### src/hdl/gen_pkg.sv
// Types and constants shared by the grid error norms block.
// gen_front, gen_fifo, gen_back, the top level, the checker and the testbench import it; it depends on nothing.
`default_nettype none

package gen_pkg;

  localparam int unsigned SAMPLE_W  = 32;
  localparam int unsigned COUNT_W   = 17;
  localparam int unsigned ABS_W     = 32;
  localparam int unsigned NORM_W    = 48;
  localparam int unsigned SUM_W     = 64;
  // Twice the sum of the leading squares plus the last square.
  localparam int unsigned A2_W      = SUM_W + 3;
  localparam int unsigned DIV_NUM_W = A2_W;
  localparam int unsigned DIV_DEN_W = COUNT_W + 1;
  localparam int unsigned PROD_W    = SUM_W + COUNT_W;
  localparam int unsigned RAD_W     = PROD_W + 1;
  localparam int unsigned ROOT_W    = RAD_W / 2;

  localparam logic [COUNT_W-1:0] COUNT_RESET = COUNT_W'(1024);
  localparam logic [COUNT_W-1:0] COUNT_MIN   = COUNT_W'(2);
  localparam logic [COUNT_W-1:0] COUNT_MAX   = COUNT_W'(65536);

  typedef struct packed {
    logic signed [SAMPLE_W-1:0] first_value;
    logic signed [SAMPLE_W-1:0] second_value;
    logic                       last_point;
  } gen_in_t;

  typedef struct packed {
    logic [ABS_W-1:0]  max_abs_error;
    logic [NORM_W-1:0] l2_error;
    logic [NORM_W-1:0] w21_error;
  } gen_out_t;

  // Totals of one finished run, handed from the accumulator to the norm engine.
  typedef struct packed {
    logic [ABS_W-1:0]   max_abs;
    logic [SUM_W-1:0]   l2_sum;
    logic [SUM_W:0]     part_sum;
    logic [SUM_W-1:0]   last_square;
    logic [SUM_W-1:0]   nbr_sum;
    logic [COUNT_W-1:0] count;
  } gen_run_t;

endpackage

`default_nettype wire

### src/hdl/gen_fifo.sv
// Short queue of finished-run records between the front end and the norm engine.
// Uses gen_pkg for the record type.
`default_nettype none

module gen_fifo
  import gen_pkg::*;
#(
  parameter int unsigned DEPTH = 2
) (
  input  wire logic     clk_i,
  input  wire logic     rst_ni,
  input  wire logic     push_i,
  input  wire gen_run_t wdata_i,
  output logic          full_o,
  input  wire logic     pop_i,
  output gen_run_t      rdata_o,
  output logic          empty_o
);

  localparam int unsigned PTR_W = $clog2(DEPTH);
  localparam int unsigned CNT_W = $clog2(DEPTH + 1);

  gen_run_t           mem_q [DEPTH];
  logic [PTR_W-1:0]   wr_ptr_q;
  logic [PTR_W-1:0]   rd_ptr_q;
  logic [CNT_W-1:0]   cnt_q;
  logic               do_push;
  logic               do_pop;

  assign full_o  = (cnt_q == CNT_W'(DEPTH));
  assign empty_o = (cnt_q == '0);
  assign do_push = push_i && !full_o;
  assign do_pop  = pop_i && !empty_o;
  assign rdata_o = mem_q[rd_ptr_q];

  always_ff @(posedge clk_i or negedge rst_ni) begin
    if (!rst_ni) begin
      wr_ptr_q <= '0;
      rd_ptr_q <= '0;
      cnt_q    <= '0;
    end else begin
      if (do_push) begin
        wr_ptr_q <= (wr_ptr_q == PTR_W'(DEPTH - 1)) ? '0 : wr_ptr_q + 1'b1;
      end
      if (do_pop) begin
        rd_ptr_q <= (rd_ptr_q == PTR_W'(DEPTH - 1)) ? '0 : rd_ptr_q + 1'b1;
      end
      if (do_push && !do_pop) begin
        cnt_q <= cnt_q + 1'b1;
      end else if (do_pop && !do_push) begin
        cnt_q <= cnt_q - 1'b1;
      end
    end
  end

  always_ff @(posedge clk_i) begin
    if (do_push) begin
      mem_q[wr_ptr_q] <= wdata_i;
    end
  end

endmodule

`default_nettype wire

### config.mk
export PLATFORM = sky130hd
export DESIGN_NAME = gen_fifo
export DESIGN_NICKNAME = d
export VERILOG_FILES = /design/src/hdl/gen_pkg.sv /design/src/hdl/gen_fifo.sv
export SDC_FILE = /design/constraint.sdc
export NUM_CORES = 1
export LEC_CHECK = 0
export ABC_AREA = 1
export ABC_CLOCK_PERIOD_IN_PS = 37300
export BUFFER_PORTS_ARGS = -buffer_cell sky130_fd_sc_hd__buf_2
export CAP_MARGIN = 40
export CORE_MARGIN = 3
export CORE_UTILIZATION = 32
export CTS_BUF_LIST = sky130_fd_sc_hd__clkbuf_2 sky130_fd_sc_hd__clkbuf_4 sky130_fd_sc_hd__clkbuf_8
export CTS_CLUSTER_SIZE = 25
export DETAILED_ROUTE_END_ITERATION = 8
export HOLD_SLACK_MARGIN = 0.02
export PLACE_DENSITY = 0.58
export SYNTH_ARGS = -nofsm -noshare
export SYNTH_HDL_FRONTEND = slang
export SYNTH_SLANG_ARGS = --single-unit
### constraint.sdc
create_clock -name clk_i -period 37.3 [get_ports clk_i]
set_clock_uncertainty 0.1 [all_clocks]
set_input_delay 5.595 -clock clk_i [delete_from_list [all_inputs] [get_ports clk_i]]
set_output_delay 5.595 -clock clk_i [all_outputs]
set_load 0.02 [all_outputs]
==> run_results.csv, run 1 <==
group,metric,value,unit
outcome,status,"complete, no violations",
yosys,yosysSeqAreaShare,82.3,%
critical_path,path_cells,"buf_16 > inv_8 > buf_4 > buf_12 > nand2_1 > nand2_1 > buf_2",
detailed_routing,ant_nets,0,
final_layout,area_growth,28.8,%
yosys,ys_top_cells_by_area,"edfxtp_1 82%, nand2_1 16%, buf_4 0.87%, buf_2 0.76%, dfrtp_1 0.45%",
grt,grt_pass1_wl,88.5,mm
worst_hold_path,worstHoldPathCells,2,
detailed_routing,vias,14600,
power_and_ir_drop,ir_worst_vdd,0.0522,mV
final_layout,fillers,6485,
clock_network,ctsLongestPathBuffers,3,
grt,grt_max_degree,127,
clock_network,holdBufCountCts,0,
critical_path,path_class,"flip-flop to primary output",
clock_network,cts_resized,0,
sta,setup_viol,0,
grt,track_usage,15.8,%
floorplanning,die_h,271,um
critical_path,crit_slowest_cell,"dfrtp_4",
detailed_routing,drtIter0Drc,884,
worst_hold_path,hp-class,"flip-flop to flip-flop",
critical_path,cp_num_buf_inv,5,
floorplanning,rows,96,
yosys,synth_cells,1629,
power_and_ir_drop,finalPower,2.47,mW
critical_path,cp_top_family,"buffers and inverters",
clock_network,htree_levels,3,
floorplanning,die_w,271,um
critical_path,path_max_fanout,68,
clock_network,cts.reportedPaths.clkPinSlew,60,ps
yosys,yosys.area.top_type,"edfxtp_1",
detailed_routing,wire_per_inst,17.8,um
sta,clock.fmax,0.114,GHz
grt,grt_remaining_overflow,0,
placement,dp_hpwl,41.2,mm
critical_path,cp.depth,7,
clock_network,cts_root_buf,"clkbuf_8",
yosys,yosys_warnings,0,
critical_path,crit_top_cell,"nand2_1",
yosys,syn-num-nets,1940,
sta,fin_crit_sh,23.5,%
detailed_routing,drc,0,
critical_path,slowest_delay,690,ps
placement,globalplace.congestion,0.845,
sta,min_period,8780,ps
clock_network,cts_tree,"done",
critical_path,end_kind,"primary output",
final_layout,drive_gt1_share,34.0,%
placement,port_buffers,617,
yosys,ys_types,15,
power_and_ir_drop,leakagePower,12.3,nW
yosys,ys_ff_latch,616,
clock_network,numCtsBuffers,104,
critical_path,reg2regPathDepth,7,
power_and_ir_drop,power.density,85.6,nW/um^2
detailed_routing,dr.pass1.iters,4,
final_layout,final_net_count,2620,
yosys,syn_area_per_cell,13.8,um^2
clock_network,insertion_delay,690,ps
floorplanning,dieArea,73400,um^2
floorplanning,core,69100,um^2
sta,maxSlewHeadroom,46.6,%
grt,grt_pass1_vias,14600,
floorplanning,io_pins,618,
sta,tightest_slew,802,ps
sta,report.final.hold_viol_count,0,
sta,slew_violations,0,
sta,tns,0,ps
sta,rsz0062_at_grt,"no",
yosys,netlist_area,22400,um^2
critical_path,setup.worst_path.start_class,"flip-flop",
yosys,yosys.area.top_type_share,81.9,%
run,maxCapViolations,0,
detailed_routing,wl,59.5,mm
clock_network,cts_setup_buffers,0,
detailed_routing,detail_route.vias_per_cell,4.37,
grt,antenna_found_initial,23,
floorplanning,initial_utilization,32.5,%
critical_path,arrival,3080,ps
clock_network,clock-sinks,616,
critical_path,crit_required,31600,ps
==> placed cells by master (no fill, tap or decap), types with 5 or more instances in the layout <==
cell type	instances
bufinv_16	5
diode_2	16
clkinv_1	25
inv_1	6
buf_16	9
clkinv_2	14
clkbuf_8	104
clkbuf_4	39
edfxtp_1	612
buf_4	13
nand2_1	927
buf_2	617
==> power breakdown <==
group / switching [mW] / total (mW) / leakage [nW] / internal (mW)
logic: 0.647 / 0.882 / 5.47 / 0.235
registers: 0.0395 / 0.982 / 5.74 / 0.943
clock network: 0.269 / 0.608 / 1.14 / 0.338
==> synth_stat cells <==
cell type    n
xnor2_1      1
o21ai_0      2
nand4_1      1
inv_1        7
nand3b_1     1
buf_4       26
dfrtp_1      4
edfxtp_1   612
buf_2       34
clkbuf_1     7
inv_2        1
nand3_1      1
nand2_1    927
nor2_1       4
ha_1         1
==> path summary, 6_finish.rpt <==
| check | startpoint | end | slack, ps |
|---|---|---|---|
| worst max-delay path | rd_ptr_q$_DFFE_PN0P_ | rdata_o[113] | 28520 |
| worst min-delay path | cnt_q[1]$_DFFE_PN0P_ | cnt_q[1]$_DFFE_PN0P_ | 420 |
| worst max register to register | cnt_q[0]$_DFFE_PN0P_ | mem_q[1][103]$_DFFE_PP_ | 33290 |
| worst min register to register | cnt_q[1]$_DFFE_PN0P_ | cnt_q[1]$_DFFE_PN0P_ | 420 |
| max in group asynchronous | rst_ni | rd_ptr_q$_DFFE_PN0P_ | 32350 |
| min in group asynchronous | rst_ni | cnt_q[1]$_DFFE_PN0P_ | 4610 |
==> metal layers <==
metal	wire length [um]	vias to the layer above	share of wire [%]	global-route usage [%]
met1	22400	7046	38	18.1
li1	-	6941	-	-
met5	56	-	0.094	0
met2	30600	502	52	27.4
met4	1720	8	2.9	5.83
met3	4630	119	7.8	5.07
==> area by class of cell <==
type / count / area (um^2) / share of cell area, %
inverter: 8 / 45.0 / 0.156
timing repair buffer: 641 / 3470 / 12.0
tap: 931 / 1160 / 4.03
multi-input combinational: 938 / 3550 / 12.3
antenna: 16 / 40.0 / 0.139
clock buffer: 143 / 1720 / 5.97
sequential: 616 / 18500 / 63.9
clock inverter: 52 / 419 / 1.45
==> per-stage QoR <==
stage / hold WS, ps / cell area, um^2 / setup slack, ps / instances / utilization [%]
3_5_place_dp: 375 / 26700 / 28010 / 3134 / 38.7
3_3_place_gp: 395 / 26400 / 27370 / 3123 / 38.3
5_1_grt: 454 / 28900 / 28190 / 3339 / 41.8
2_1_floorplan: 349 / 22400 / 17850 / 1629 / -
6_report: 420 / 28900 / 28520 / 3345 / 41.8
4_1_cts: 421 / 28900 / 28290 / 3329 / 41.8
==> cells by family (layout without fill, tap and decap cells) <==
family	Yosys count	in the layout	share of synthesized area [%]
AND/OR/NAND/NOR	934	934	15.7
buffers and inverters	75	844	1.88
flip-flops	616	616	82.3
other	0	16	0
XOR/XNOR	1	1	0.0390
AO/OA/AOI/OAI	2	2	0.0446
adder cells (fa/ha/maj)	1	1	0.0557
==> registers in the layout (all words and copies together), names as in the netlist <==
signal    count
mem_q       612
cnt_q         2
rd_ptr_q      1
wr_ptr_q      1
==> worst reg2reg max path, stage by stage (launching register included) <==
cell	delay, ps
dfrtp_1	450
o21ai_0	240
nor2_4	370
buf_4	430
buf_4	400
buf_16	290
buf_4	620
buf_4	720
Power figures use the tool's default switching activity.
==> inputs of run 2 (changes only) <==
ABC_CLOCK_PERIOD_IN_PS = 7700   (was 37300)
PLACE_DENSITY = 0.6   (was 0.58)
clock period = 7.7 ns   (was 37.3 ns; I/O delays follow)
==> run_results.csv, run 2 (synthesized netlist as in run 1, its figures left out) <==
group,metric,value,unit
critical_path,setup.worst_path.start_class,"flip-flop",
clock_network,insertion_delay,700,ps
run,maxCapViolations,0,
critical_path,crit_required,6440,ps
final_layout,top_register,"mem_q",
power_and_ir_drop,power.density,411,nW/um^2
power_and_ir_drop,ir_worst_vdd,0.317,mV
power_and_ir_drop,p_comb_share,35.5,%
detailed_routing,ant_nets,0,
grt,grt_pass1_vias,14900,
critical_path,path_max_fanout,81,
critical_path,reg2regPathDepth,5,
sta,setup_viol,0,
grt,antenna_found_initial,26,
detailed_routing,vias,14600,
sta,fin_crit_sh,59.3,%
sta,maxSlewHeadroom,25.4,%
detailed_routing,drtIter0Drc,948,
clock_network,cts_setup_buffers,0,
power_and_ir_drop,sw_frac_of_total,38.8,%
clock_network,clock-sinks,616,
sta,min_period,4560,ps
placement,port_buffers,617,
worst_hold_path,hp-class,"primary input to asynchronous set/reset pin",
sta,rsz0062_at_grt,"no",
sta,clock.fmax,0.219,GHz
detailed_routing,drc,0,
power_and_ir_drop,seqPwrFrac,40.4,%
sta,tns,0,ps
power_and_ir_drop,leakagePower,12.2,nW
sta,tightest_slew,1120,ps
final_layout,final_net_count,2605,
floorplanning,initial_utilization,32.5,%
clock_network,cts_tree,"done",
critical_path,path_class,"flip-flop to primary output",
final_layout,fillers,6540,
clock_network,cts_resized,0,
grt,track_usage,15.5,%
final_layout,final_common_cell,"nand2_1",
clock_network,holdBufCountCts,0,
detailed_routing,detail_route.vias_per_cell,4.39,
clock_network,numCtsBuffers,102,
final_layout,drive_gt1_share,33.3,%
floorplanning,rows,96,
outcome,status,"complete, no violations",
placement,globalplace.congestion,0.839,
final_layout,layout_common_cells,"927 x nand2_1, 617 x buf_2, 612 x edfxtp_1, 106 x clkbuf_8, 37 x clkbuf_4",
critical_path,end_kind,"primary output",
floorplanning,die_w,271,um
final_layout,seq_area,18500,um^2
sta,report.final.hold_viol_count,0,
power_and_ir_drop,internal-power,7.20,mW
detailed_routing,wl,58.6,mm
final_layout,largest_register_ffs,612,
sta,slew_violations,0,
final_layout,multi_input_area,3550,um^2
clock_network,htree_levels,3,
critical_path,arrival,3310,ps
grt,grt_max_degree,159,
floorplanning,core,69100,um^2
power_and_ir_drop,finalPower,11.8,mW
placement,dp_hpwl,38.8,mm
floorplanning,io_pins,618,
floorplanning,die_h,271,um
power_and_ir_drop,switchingPower,4.56,mW
clock_network,cts.reportedPaths.clkPinSlew,60,ps
floorplanning,dieArea,73400,um^2
grt,grt_pass1_wl,87.5,mm
detailed_routing,dr.pass1.iters,7,
final_layout,area_growth,27.5,%
power_and_ir_drop,p_clk_share,24.1,%
grt,grt_remaining_overflow,0,
final_layout,reg_top3,"mem_q: 612 flops, cnt_q: 2 flops",
clock_network,ctsLongestPathBuffers,3,
detailed_routing,wire_per_inst,17.6,um
clock_network,cts_root_buf,"clkbuf_8",
-- run 2: cell types whose count changed in the layout (fill, tap and decap cells not counted), moves of 2 or more --
cell        change
inv_12          +2
clkinvlp_4      +5
bufinv_16       -3
clkbuf_8        +2
buf_4          -10
clkinv_2        -9
clkbuf_4        -2
diode_2         +2
buf_12          +3
buf_16          -6
-- run 2: per-stage QoR --
stage                     setup slack (ps)  std cells  area, um^2  hold WS, ps  util (%)
final                                 3140       3324       28600          149      41.4
after global routing                  2830       3319       28600         59.5      41.4
after CTS                             3000       3306       28600         50.0      41.4
after detailed placement              3810       3121       26500          385      38.4
after global placement                3240       3118       26500          363      38.3
after floorplan                       1270       1629       22500          350         -
-- run 2: final timing paths --
path	from	to	slack, ps
setup / recovery	rd_ptr_q$_DFFE_PN0P_	rdata_o[133]	3140
hold / removal	rst_ni	cnt_q[0]$_DFFE_PN0P_	150
setup reg to reg	cnt_q[0]$_DFFE_PN0P_	mem_q[0][79]$_DFFE_PP_	4920
hold reg to reg	wr_ptr_q$_DFFE_PN0P_	wr_ptr_q$_DFFE_PN0P_	400
max in group asynchronous	rst_ni	rd_ptr_q$_DFFE_PN0P_	7210
min in group clk_i	wr_ptr_q$_DFFE_PN0P_	wr_ptr_q$_DFFE_PN0P_	400
-- run 2: metal layers --
metal | global-route usage (%) | wire, um | up-vias
met2 | 26.6 | 30200 | 498
met5 | 0 | 81 | -
li1 | - | - | 6888
met3 | 5.57 | 4710 | 117
met4 | 6.23 | 1590 | 12
met1 | 17.5 | 22000 | 7079
-- run 2: worst max-delay path, cell delays in order (launching register included) --
cell and delay (ps):
dfrtp_4 510, buf_16 290, buf_4 670, buf_4 300, buf_16 290, nand2_1 120
nand2_1 80, buf_2 160
-- run 2: power groups by stage --
stage / Sequential (mW) / Clock (mW) / Combinational, mW
after floorplan: 4.90 / 0 / 2.65
after global placement: 4.85 / 0 / 4.12
after detailed placement: 4.82 / 0 / 4.25
after CTS: 4.76 / 2.93 / 4.26
after global routing: 4.81 / 3.08 / 4.56
final: 4.76 / 2.83 / 4.18
-- run 2: layout make-up --
| class | count | area share (%) |
|---|---|---|
| Inverter | 8 | 0.144 |
| Antenna cell | 18 | 0.157 |
| Clock buffer | 143 | 6.07 |
| Tap cell | 931 | 4.07 |
| Sequential cell | 616 | 64.6 |
| Multi-Input combinational cell | 938 | 12.4 |
| Timing Repair Buffer | 628 | 11.5 |
| Clock inverter | 42 | 1.02 |
