--- src/hdl/gen_pkg.sv ---
// Types and constants shared by the grid error norms block.
// gen_front, gen_fifo, gen_back, the top level, the checker and the testbench import it; it depends on nothing.
`default_nettype none

package gen_pkg;

  localparam int unsigned SAMPLE_W  = 32;
  localparam int unsigned COUNT_W   = 17;
  localparam int unsigned ABS_W     = 32;
  localparam int unsigned NORM_W    = 48;
  localparam int unsigned SUM_W     = 64;
  // Twice the sum of the leading squares plus the last square.
  localparam int unsigned A2_W      = SUM_W + 3;
  localparam int unsigned DIV_NUM_W = A2_W;
  localparam int unsigned DIV_DEN_W = COUNT_W + 1;
  localparam int unsigned PROD_W    = SUM_W + COUNT_W;
  localparam int unsigned RAD_W     = PROD_W + 1;
  localparam int unsigned ROOT_W    = RAD_W / 2;

  localparam logic [COUNT_W-1:0] COUNT_RESET = COUNT_W'(1024);
  localparam logic [COUNT_W-1:0] COUNT_MIN   = COUNT_W'(2);
  localparam logic [COUNT_W-1:0] COUNT_MAX   = COUNT_W'(65536);

  typedef struct packed {
    logic signed [SAMPLE_W-1:0] first_value;
    logic signed [SAMPLE_W-1:0] second_value;
    logic                       last_point;
  } gen_in_t;

  typedef struct packed {
    logic [ABS_W-1:0]  max_abs_error;
    logic [NORM_W-1:0] l2_error;
    logic [NORM_W-1:0] w21_error;
  } gen_out_t;

  // Totals of one finished run, handed from the accumulator to the norm engine.
  typedef struct packed {
    logic [ABS_W-1:0]   max_abs;
    logic [SUM_W-1:0]   l2_sum;
    logic [SUM_W:0]     part_sum;
    logic [SUM_W-1:0]   last_square;
    logic [SUM_W-1:0]   nbr_sum;
    logic [COUNT_W-1:0] count;
  } gen_run_t;

endpackage

`default_nettype wire

--- src/hdl/gen_divider.sv ---
// Restoring divider, one quotient bit per cycle, for the norm engine.
// Self-contained; the quotient is valid in the cycle done_o is high and holds after.
`default_nettype none

module gen_divider #(
  parameter int unsigned NUM_W = 67,
  parameter int unsigned DEN_W = 18
) (
  input  wire logic             clk_i,
  input  wire logic             rst_ni,
  input  wire logic             start_i,
  input  wire logic [NUM_W-1:0] num_i,
  input  wire logic [DEN_W-1:0] den_i,
  output logic                  done_o,
  output logic [NUM_W-1:0]      quot_o
);

  localparam int unsigned CNT_W = $clog2(NUM_W);

  logic [NUM_W-1:0] num_q;
  logic [DEN_W-1:0] rem_q;
  logic [DEN_W-1:0] den_q;
  logic [CNT_W-1:0] cnt_q;
  logic             busy_q;
  logic             done_q;
  logic [DEN_W:0]   shifted;
  logic [DEN_W:0]   trial;
  logic             fits;

  // The numerator register doubles as the quotient shift register.
  assign shifted = {rem_q, num_q[NUM_W-1]};
  assign trial   = shifted - {1'b0, den_q};
  assign fits    = (shifted >= {1'b0, den_q});
  assign done_o  = done_q;
  assign quot_o  = num_q;

  always_ff @(posedge clk_i or negedge rst_ni) begin
    if (!rst_ni) begin
      busy_q <= 1'b0;
      done_q <= 1'b0;
      cnt_q  <= '0;
    end else begin
      done_q <= 1'b0;
      if (start_i) begin
        busy_q <= 1'b1;
        cnt_q  <= CNT_W'(NUM_W - 1);
      end else if (busy_q) begin
        cnt_q <= cnt_q - 1'b1;
        if (cnt_q == '0) begin
          busy_q <= 1'b0;
          done_q <= 1'b1;
        end
      end
    end
  end

  always_ff @(posedge clk_i) begin
    if (start_i) begin
      num_q <= num_i;
      rem_q <= '0;
      den_q <= den_i;
    end else if (busy_q) begin
      num_q <= {num_q[NUM_W-2:0], fits};
      rem_q <= fits ? trial[DEN_W-1:0] : shifted[DEN_W-1:0];
    end
  end

endmodule

`default_nettype wire

--- src/hdl/gen_isqrt.sv ---
// Digit-by-digit integer square root, one root bit per cycle, for the norm engine.
// Self-contained; the root is the floor of the true square root of the radicand.
`default_nettype none

module gen_isqrt #(
  parameter int unsigned RAD_W = 82
) (
  input  wire logic             clk_i,
  input  wire logic             rst_ni,
  input  wire logic             start_i,
  input  wire logic [RAD_W-1:0] rad_i,
  output logic                  done_o,
  output logic [RAD_W/2-1:0]    root_o
);

  localparam int unsigned ROOT_LEN = RAD_W / 2;
  localparam int unsigned REM_W    = ROOT_LEN + 2;
  localparam int unsigned CNT_W    = $clog2(ROOT_LEN);

  logic [RAD_W-1:0]    rad_q;
  logic [ROOT_LEN-1:0] root_q;
  logic [REM_W-1:0]    rem_q;
  logic [CNT_W-1:0]    cnt_q;
  logic                busy_q;
  logic                done_q;
  logic [REM_W-1:0]    rem_sh;
  logic [REM_W-1:0]    trial;
  logic                fits;

  // Before each step the partial remainder is below 2^ROOT_LEN, so its top two
  // bits can be dropped when the next pair of radicand bits comes down.
  assign rem_sh = {rem_q[REM_W-3:0], rad_q[RAD_W-1:RAD_W-2]};
  assign trial  = {root_q, 2'b01};
  assign fits   = (rem_sh >= trial);
  assign done_o = done_q;
  assign root_o = root_q;

  always_ff @(posedge clk_i or negedge rst_ni) begin
    if (!rst_ni) begin
      busy_q <= 1'b0;
      done_q <= 1'b0;
      cnt_q  <= '0;
    end else begin
      done_q <= 1'b0;
      if (start_i) begin
        busy_q <= 1'b1;
        cnt_q  <= CNT_W'(ROOT_LEN - 1);
      end else if (busy_q) begin
        cnt_q <= cnt_q - 1'b1;
        if (cnt_q == '0) begin
          busy_q <= 1'b0;
          done_q <= 1'b1;
        end
      end
    end
  end

  always_ff @(posedge clk_i) begin
    if (start_i) begin
      rad_q  <= rad_i;
      root_q <= '0;
      rem_q  <= '0;
    end else if (busy_q) begin
      rad_q  <= {rad_q[RAD_W-3:0], 2'b00};
      rem_q  <= fits ? rem_sh - trial : rem_sh;
      root_q <= {root_q[ROOT_LEN-2:0], fits};
    end
  end

endmodule

`default_nettype wire

--- src/hdl/gen_back.sv ---
// Norm engine: turns one run record into the three norms and holds the result.
// Uses gen_pkg, gen_divider and gen_isqrt.
`default_nettype none

module gen_back
  import gen_pkg::*;
(
  input  wire logic     clk_i,
  input  wire logic     rst_ni,
  input  wire logic     run_empty_i,
  input  wire gen_run_t run_i,
  output logic          run_pop_o,
  input  wire logic     pop,
  output logic          empty,
  output gen_out_t      out_data_o
);

  typedef enum logic [5:0] {
    ST_IDLE    = 6'b000001,
    ST_DIV_L2  = 6'b000010,
    ST_DIV_W   = 6'b000100,
    ST_SQRT_W  = 6'b001000,
    ST_OUT     = 6'b010000,
    ST_SPARE   = 6'b100000
  } gen_state_e;

  gen_state_e state_q, state_d;

  logic [ABS_W-1:0]     max_q;
  logic [COUNT_W-1:0]   m_q;
  logic [A2_W-1:0]      a2_q;
  logic [ROOT_W-1:0]    l2_q;
  logic [ROOT_W-1:0]    w21_q;
  logic [PROD_W-1:0]    mcand_q;
  logic [COUNT_W-1:0]   mplier_q;
  logic [PROD_W-1:0]    prod_q;
  logic                 out_valid_q;
  gen_out_t             out_q;

  logic                 div_start;
  logic [DIV_NUM_W-1:0] div_num;
  logic [DIV_DEN_W-1:0] div_den;
  logic                 div_done;
  logic [DIV_NUM_W-1:0] div_quot;
  logic                 sqrt_start;
  logic [RAD_W-1:0]     sqrt_rad;
  logic                 sqrt_done;
  logic [ROOT_W-1:0]    sqrt_root;
  logic                 take_run;
  logic                 slot_free;
  logic                 load_out;

  assign take_run  = (state_q == ST_IDLE) && !run_empty_i;
  assign run_pop_o = take_run;
  assign slot_free = !out_valid_q || pop;
  assign load_out  = (state_q == ST_OUT) && slot_free;

  // The L2 quotient is taken first; the W21 division then runs while the L2 root
  // is being found, since the two units are separate.
  assign div_start = take_run || ((state_q == ST_DIV_L2) && div_done);
  assign div_num   = take_run ? DIV_NUM_W'(run_i.l2_sum) : a2_q;
  assign div_den   = take_run ? {1'b0, run_i.count} : {m_q, 1'b0};

  assign sqrt_start = div_done && ((state_q == ST_DIV_L2) || (state_q == ST_DIV_W));
  assign sqrt_rad   = (state_q == ST_DIV_L2) ? RAD_W'(div_quot)
                                             : RAD_W'(PROD_W'(div_quot) + prod_q);

  gen_divider #(
    .NUM_W (DIV_NUM_W),
    .DEN_W (DIV_DEN_W)
  ) u_divider (
    .clk_i   (clk_i),
    .rst_ni  (rst_ni),
    .start_i (div_start),
    .num_i   (div_num),
    .den_i   (div_den),
    .done_o  (div_done),
    .quot_o  (div_quot)
  );

  gen_isqrt #(
    .RAD_W (RAD_W)
  ) u_isqrt (
    .clk_i   (clk_i),
    .rst_ni  (rst_ni),
    .start_i (sqrt_start),
    .rad_i   (sqrt_rad),
    .done_o  (sqrt_done),
    .root_o  (sqrt_root)
  );

  always_comb begin
    state_d = state_q;
    case (state_q)
      ST_IDLE: begin
        if (take_run) begin
          state_d = ST_DIV_L2;
        end
      end
      ST_DIV_L2: begin
        if (div_done) begin
          state_d = ST_DIV_W;
        end
      end
      ST_DIV_W: begin
        if (div_done) begin
          state_d = ST_SQRT_W;
        end
      end
      ST_SQRT_W: begin
        if (sqrt_done) begin
          state_d = ST_OUT;
        end
      end
      ST_OUT: begin
        if (slot_free) begin
          state_d = ST_IDLE;
        end
      end
      default: begin
        state_d = ST_IDLE;
      end
    endcase
  end

  always_ff @(posedge clk_i or negedge rst_ni) begin
    if (!rst_ni) begin
      state_q     <= ST_IDLE;
      out_valid_q <= 1'b0;
    end else begin
      state_q <= state_d;
      if (load_out) begin
        out_valid_q <= 1'b1;
      end else if (pop) begin
        out_valid_q <= 1'b0;
      end
    end
  end

  // The neighbour sum times M is formed by shift and add while the first division runs.
  always_ff @(posedge clk_i) begin
    if (take_run) begin
      max_q    <= run_i.max_abs;
      m_q      <= run_i.count;
      a2_q     <= A2_W'({run_i.part_sum, 1'b0}) + A2_W'(run_i.last_square);
      mcand_q  <= PROD_W'(run_i.nbr_sum);
      mplier_q <= run_i.count;
      prod_q   <= '0;
    end else if (mplier_q != '0) begin
      if (mplier_q[0]) begin
        prod_q <= prod_q + mcand_q;
      end
      mcand_q  <= {mcand_q[PROD_W-2:0], 1'b0};
      mplier_q <= {1'b0, mplier_q[COUNT_W-1:1]};
    end
    if ((state_q == ST_DIV_W) && sqrt_done) begin
      l2_q <= sqrt_root;
    end
    if ((state_q == ST_SQRT_W) && sqrt_done) begin
      w21_q <= sqrt_root;
    end
    if (load_out) begin
      out_q.max_abs_error <= max_q;
      out_q.l2_error      <= NORM_W'(l2_q);
      out_q.w21_error     <= NORM_W'(w21_q);
    end
  end

  assign empty      = !out_valid_q;
  assign out_data_o = out_q;

endmodule

`default_nettype wire

--- config.mk ---
export PLATFORM = sky130hd
export DESIGN_NAME = gen_back
export DESIGN_NICKNAME = d
export VERILOG_FILES = /design/src/hdl/gen_pkg.sv /design/src/hdl/gen_divider.sv /design/src/hdl/gen_isqrt.sv /design/src/hdl/gen_back.sv
export SDC_FILE = /design/constraint.sdc
export NUM_CORES = 2
export LEC_CHECK = 0
export BUFFER_PORTS_ARGS = -buffer_cell sky130_fd_sc_hd__buf_2
export CORE_UTILIZATION = 32
export CTS_BUF_LIST = sky130_fd_sc_hd__clkbuf_2
export CTS_CLUSTER_DIAMETER = 120
export DETAILED_ROUTE_END_ITERATION = 10
export GPL_TIMING_DRIVEN = 0
export SYNTH_ARGS = -nofsm -noshare
export SYNTH_HDL_FRONTEND = slang
export SYNTH_SLANG_ARGS = --single-unit
--- constraint.sdc ---
create_clock -name clk_i -period 14.85 [get_ports clk_i]
set_input_delay 0.7425 -clock clk_i [delete_from_list [all_inputs] [get_ports clk_i]]
set_output_delay 0.7425 -clock clk_i [all_outputs]
set_load 0.01 [all_outputs]
==> reports/results.txt <==
Cell Int Power: 6.63 mW
post-CTS sizing: 0
async set-reset flop share out of synthesis: 0.0294
hpwl dp: 107 mm
cell depth of the worst setup path: 9
min-delay worst type: in2reg
M1 GR Usage: 0.250
CP Launch Point: state_q[1]$_DFFE_PN0P_
clock sink count: 781
vias after detailed routing: 40200
CTS tree: yes
Reg clk slew, reported paths: 0.11 ns
Setup crit end: run_pop_o
Crit path required time: 14.11 ns
Yosys cell types: 100
register area: 21400 sq um
dominant cells by area after synthesis: edfxtp_1, dfxtp_1, ha_1
Post-Route WL: 146 mm
Initial Utilization: 0.323
initial antenna violation count: 8
gp weighted congestion: 0.941
Worst IR Drop VDD: 0.418 mV
largest net degree at the start of global routing: 65
clock skew: 0.0984 ns
Max Buffers Root-to-Sink: 3
CP endpoint kind: output port
Worst setup SP type: flop
footprint of the multi-input gates: 21800 sq um
R2R depth: 8
DRC: 0
CP arrival: 5.71 ns
Hold Violations, Final: 0
top-area cell type share of the netlist area: 0.377
Remaining Overflow, GRT: 0
Rows: 136
main flop type after synthesis: edfxtp_1
final period utilization: 0.434
CP top delay family: buffers and inverters
WP buf/inv: 7
Setup CP Type: reg2out
clock power share: 0.132
Worst slew margin: 0.194
EDFF count, synth: 560
first-pass iteration count of the detailed router: 7
met3 Usage GRT: 0.0398
total CTS buffers: 213
switching part of the total: 0.476
GRT Util Overall: 0.203
FF-to-FF Start: state_q[1]$_DFFE_PN0P_
Crit path top cell by count: clkbuf_1
CP Cell Sequence: clkbuf_1, nor3_1, nand3_1, inv_1, clkbuf_1, clkbuf_1, clkbuf_4, buf_16, buf_2
Final Core Density: 0.417
Slew @ Worst Pin: 1.21 ns
Yosys reg bits: 781
Reg power frac: 0.270
top cells by count, synth: nand2_1, edfxtp_1, nor2_1
top-count cell post-synth: nand2_1
Static Leakage: 24.4 nW
CP max FO: 64
vias per std cell: 5.08
setup TNS: 0 ns
Skew-Pair Late Insertion Delay: 1.67 ns
WL per Instance: 18.4 um
NetSw: 6.02 mW
nets@finish: 6514
first-pass GRT wire length: 224 mm
die area: 141000 sq um
yosys synthesis warning count: 0
largest area contributor in the netlist: edfxtp_1
fillcell total: 13600
vias in the first global route: 40200
Syn Std Cell Area: 44600 sq um
R2R setup slack: 10.08 ns
Die W: 375 um
Fmax: 155 MHz
Chip Height: 375 um
Syn Area/Cell: 9.56 sq um
Area Growth Syn to Fin: 28.9%
number of I/O pins: 440
# Max-Cap Violations: 0
Routed Antenna Nets: 0
port buffer count: 425
fraction of layout cells with a size suffix above 1: 0.145
delay of the slowest cell on the worst path: 0.89 ns
core area: 138000 sq um
RSZ-0062 raised after global routing: false
R2R Path End: mcand_q[10]$_DFFE_PP_
Synth Instances: 4664
Root Driver: clkbuf_2
sequential area share after synthesis: 0.479
outcome: finished, final reports clean
PwrDens: 220 nW/um^2
Setup violations, final: 0
power share of the combinational group: 0.598
DR iter-0 viols: 2324
met2 Use GR: 0.346
Tmin final: 6.45 ns
H-tree levels: 4
final slew viol count: 0
GR peak layer: met2
CP max-delay cell: clkbuf_1
[logic make-up after synthesis]
logic type | after synthesis | synth area share
simple gates | 1547 | 0.148
xor+xnor | 269 | 0.0528
flops | 781 | 0.479
fa+ha+maj | 279 | 0.0790
compound gates | 1274 | 0.178
buf+inv | 385 | 0.0345
other cells | 1 | 0.0000841
mux | 128 | 0.0288
[through the flow]
step                      power [mW]  hold slack [ns]  cells  instance area, sq um  worst slack, ns
final                           12.7            0.256   7925                 57500             8.40
after global routing            13.7           0.0974   7918                 57400             7.91
after CTS                       12.7         0.000629   7911                 57400             8.10
after detailed placement        10.7            0.405   6910                 49300             9.82
after global placement          10.7            0.400   6896                 49000             4.97
after floorplan                 8.82            0.400   4677                 44600             8.32
[sequential cells by signal (all words and copies together), names as in the netlist, 5 cells and up]
signal	cells
m_q	17
u_divider.quot_o	67
l2_q	41
u_divider.rem_q	18
mplier_q	17
w21_q	41
u_divider.den_q	18
max_q	32
u_isqrt.rem_q	41
prod_q	81
state_q	5
u_isqrt.cnt_q	6
a2_q	67
out_data_o	114
u_isqrt.rad_q	82
mcand_q	81
u_divider.cnt_q	7
u_isqrt.root_o	41
[cell type report]
cell class                 instances  share of cell area
antenna                           14            0.000610
buffer                           238              0.0172
clock buffer                     317              0.0276
clock inverter                    90             0.00984
inverter                         147             0.00963
multi-input combinational       3511               0.379
sequential                       781               0.372
tap                             1794              0.0391
timing repair buffer            1033               0.145
[cells in the final DEF, fill, tap and decap left out, drive strengths merged, types with 65 or more instances in the layout]
master / instances
nor2: 449
mux2i: 127
clkbuf: 512
clkinv: 77
o21ai: 304
o21bai: 65
inv: 154
dlygate4sd3: 593
a21oi: 447
ha: 275
nand4: 75
a21o: 146
dfxtp: 198
xnor2: 172
xor2: 97
nand2: 749
a31oi: 90
edfxtp: 560
buf: 483
[power by group through the flow]
stage                     clock (mW)  combinational (mW)  sequential [mW]
after floorplan                    0                5.59             3.22
after global placement             0                7.24             3.48
after detailed placement           0                7.28             3.46
after CTS                       1.74                7.51             3.41
after global routing            1.86                8.42             3.46
final                           1.68                7.56             3.41
[per-layer routing]
| layer | wire length [um] | vias to the layer above |
|---|---|---|
| li1 | - | 19500 |
| met1 | 62700 | 19100 |
| met2 | 69400 | 1304 |
| met3 | 8600 | 304 |
| met4 | 5390 | 6 |
| met5 | 40 | - |
[worst reg2reg max path: stages, from the launching register on]
cell and delay (ns):
dfrtp_1 0.33, clkbuf_1 0.33, nor3_1 0.14, nand3_1 0.22
clkbuf_1 0.92, clkbuf_1 0.80, clkbuf_1 0.72, nand2_4 0.57
buf_12 0.38
[repair_timing]
item	4_1_cts	5_1_grt
setup buffers	0	0
endpoints found under the setup margin	0	0
hold endpoints to repair	401	0
hold buffers	594	0
[worst min path at each step]
stage / start / to / slack (ns) / cells past startpoint
final: run_i[133] / a2_q[53]$_DFFE_PP_ / 0.26 / 5
after global placement: max_q[0]$_DFFE_PP_ / out_data_o[96]$_DFFE_PP_ / 0.40 / 0
after CTS: run_i[152] / a2_q[9]$_DFFE_PP_ / 0.0006 / 5
after global routing: run_i[133] / a2_q[53]$_DFFE_PP_ / 0.1 / 5
after floorplan: w21_q[0]$_DFFE_PP_ / out_data_o[0]$_DFFE_PP_ / 0.40 / 0
after detailed placement: max_q[30]$_DFFE_PP_ / out_data_o[126]$_DFFE_PP_ / 0.40 / 0
No activity file was read; power rests on OpenSTA's default activity.
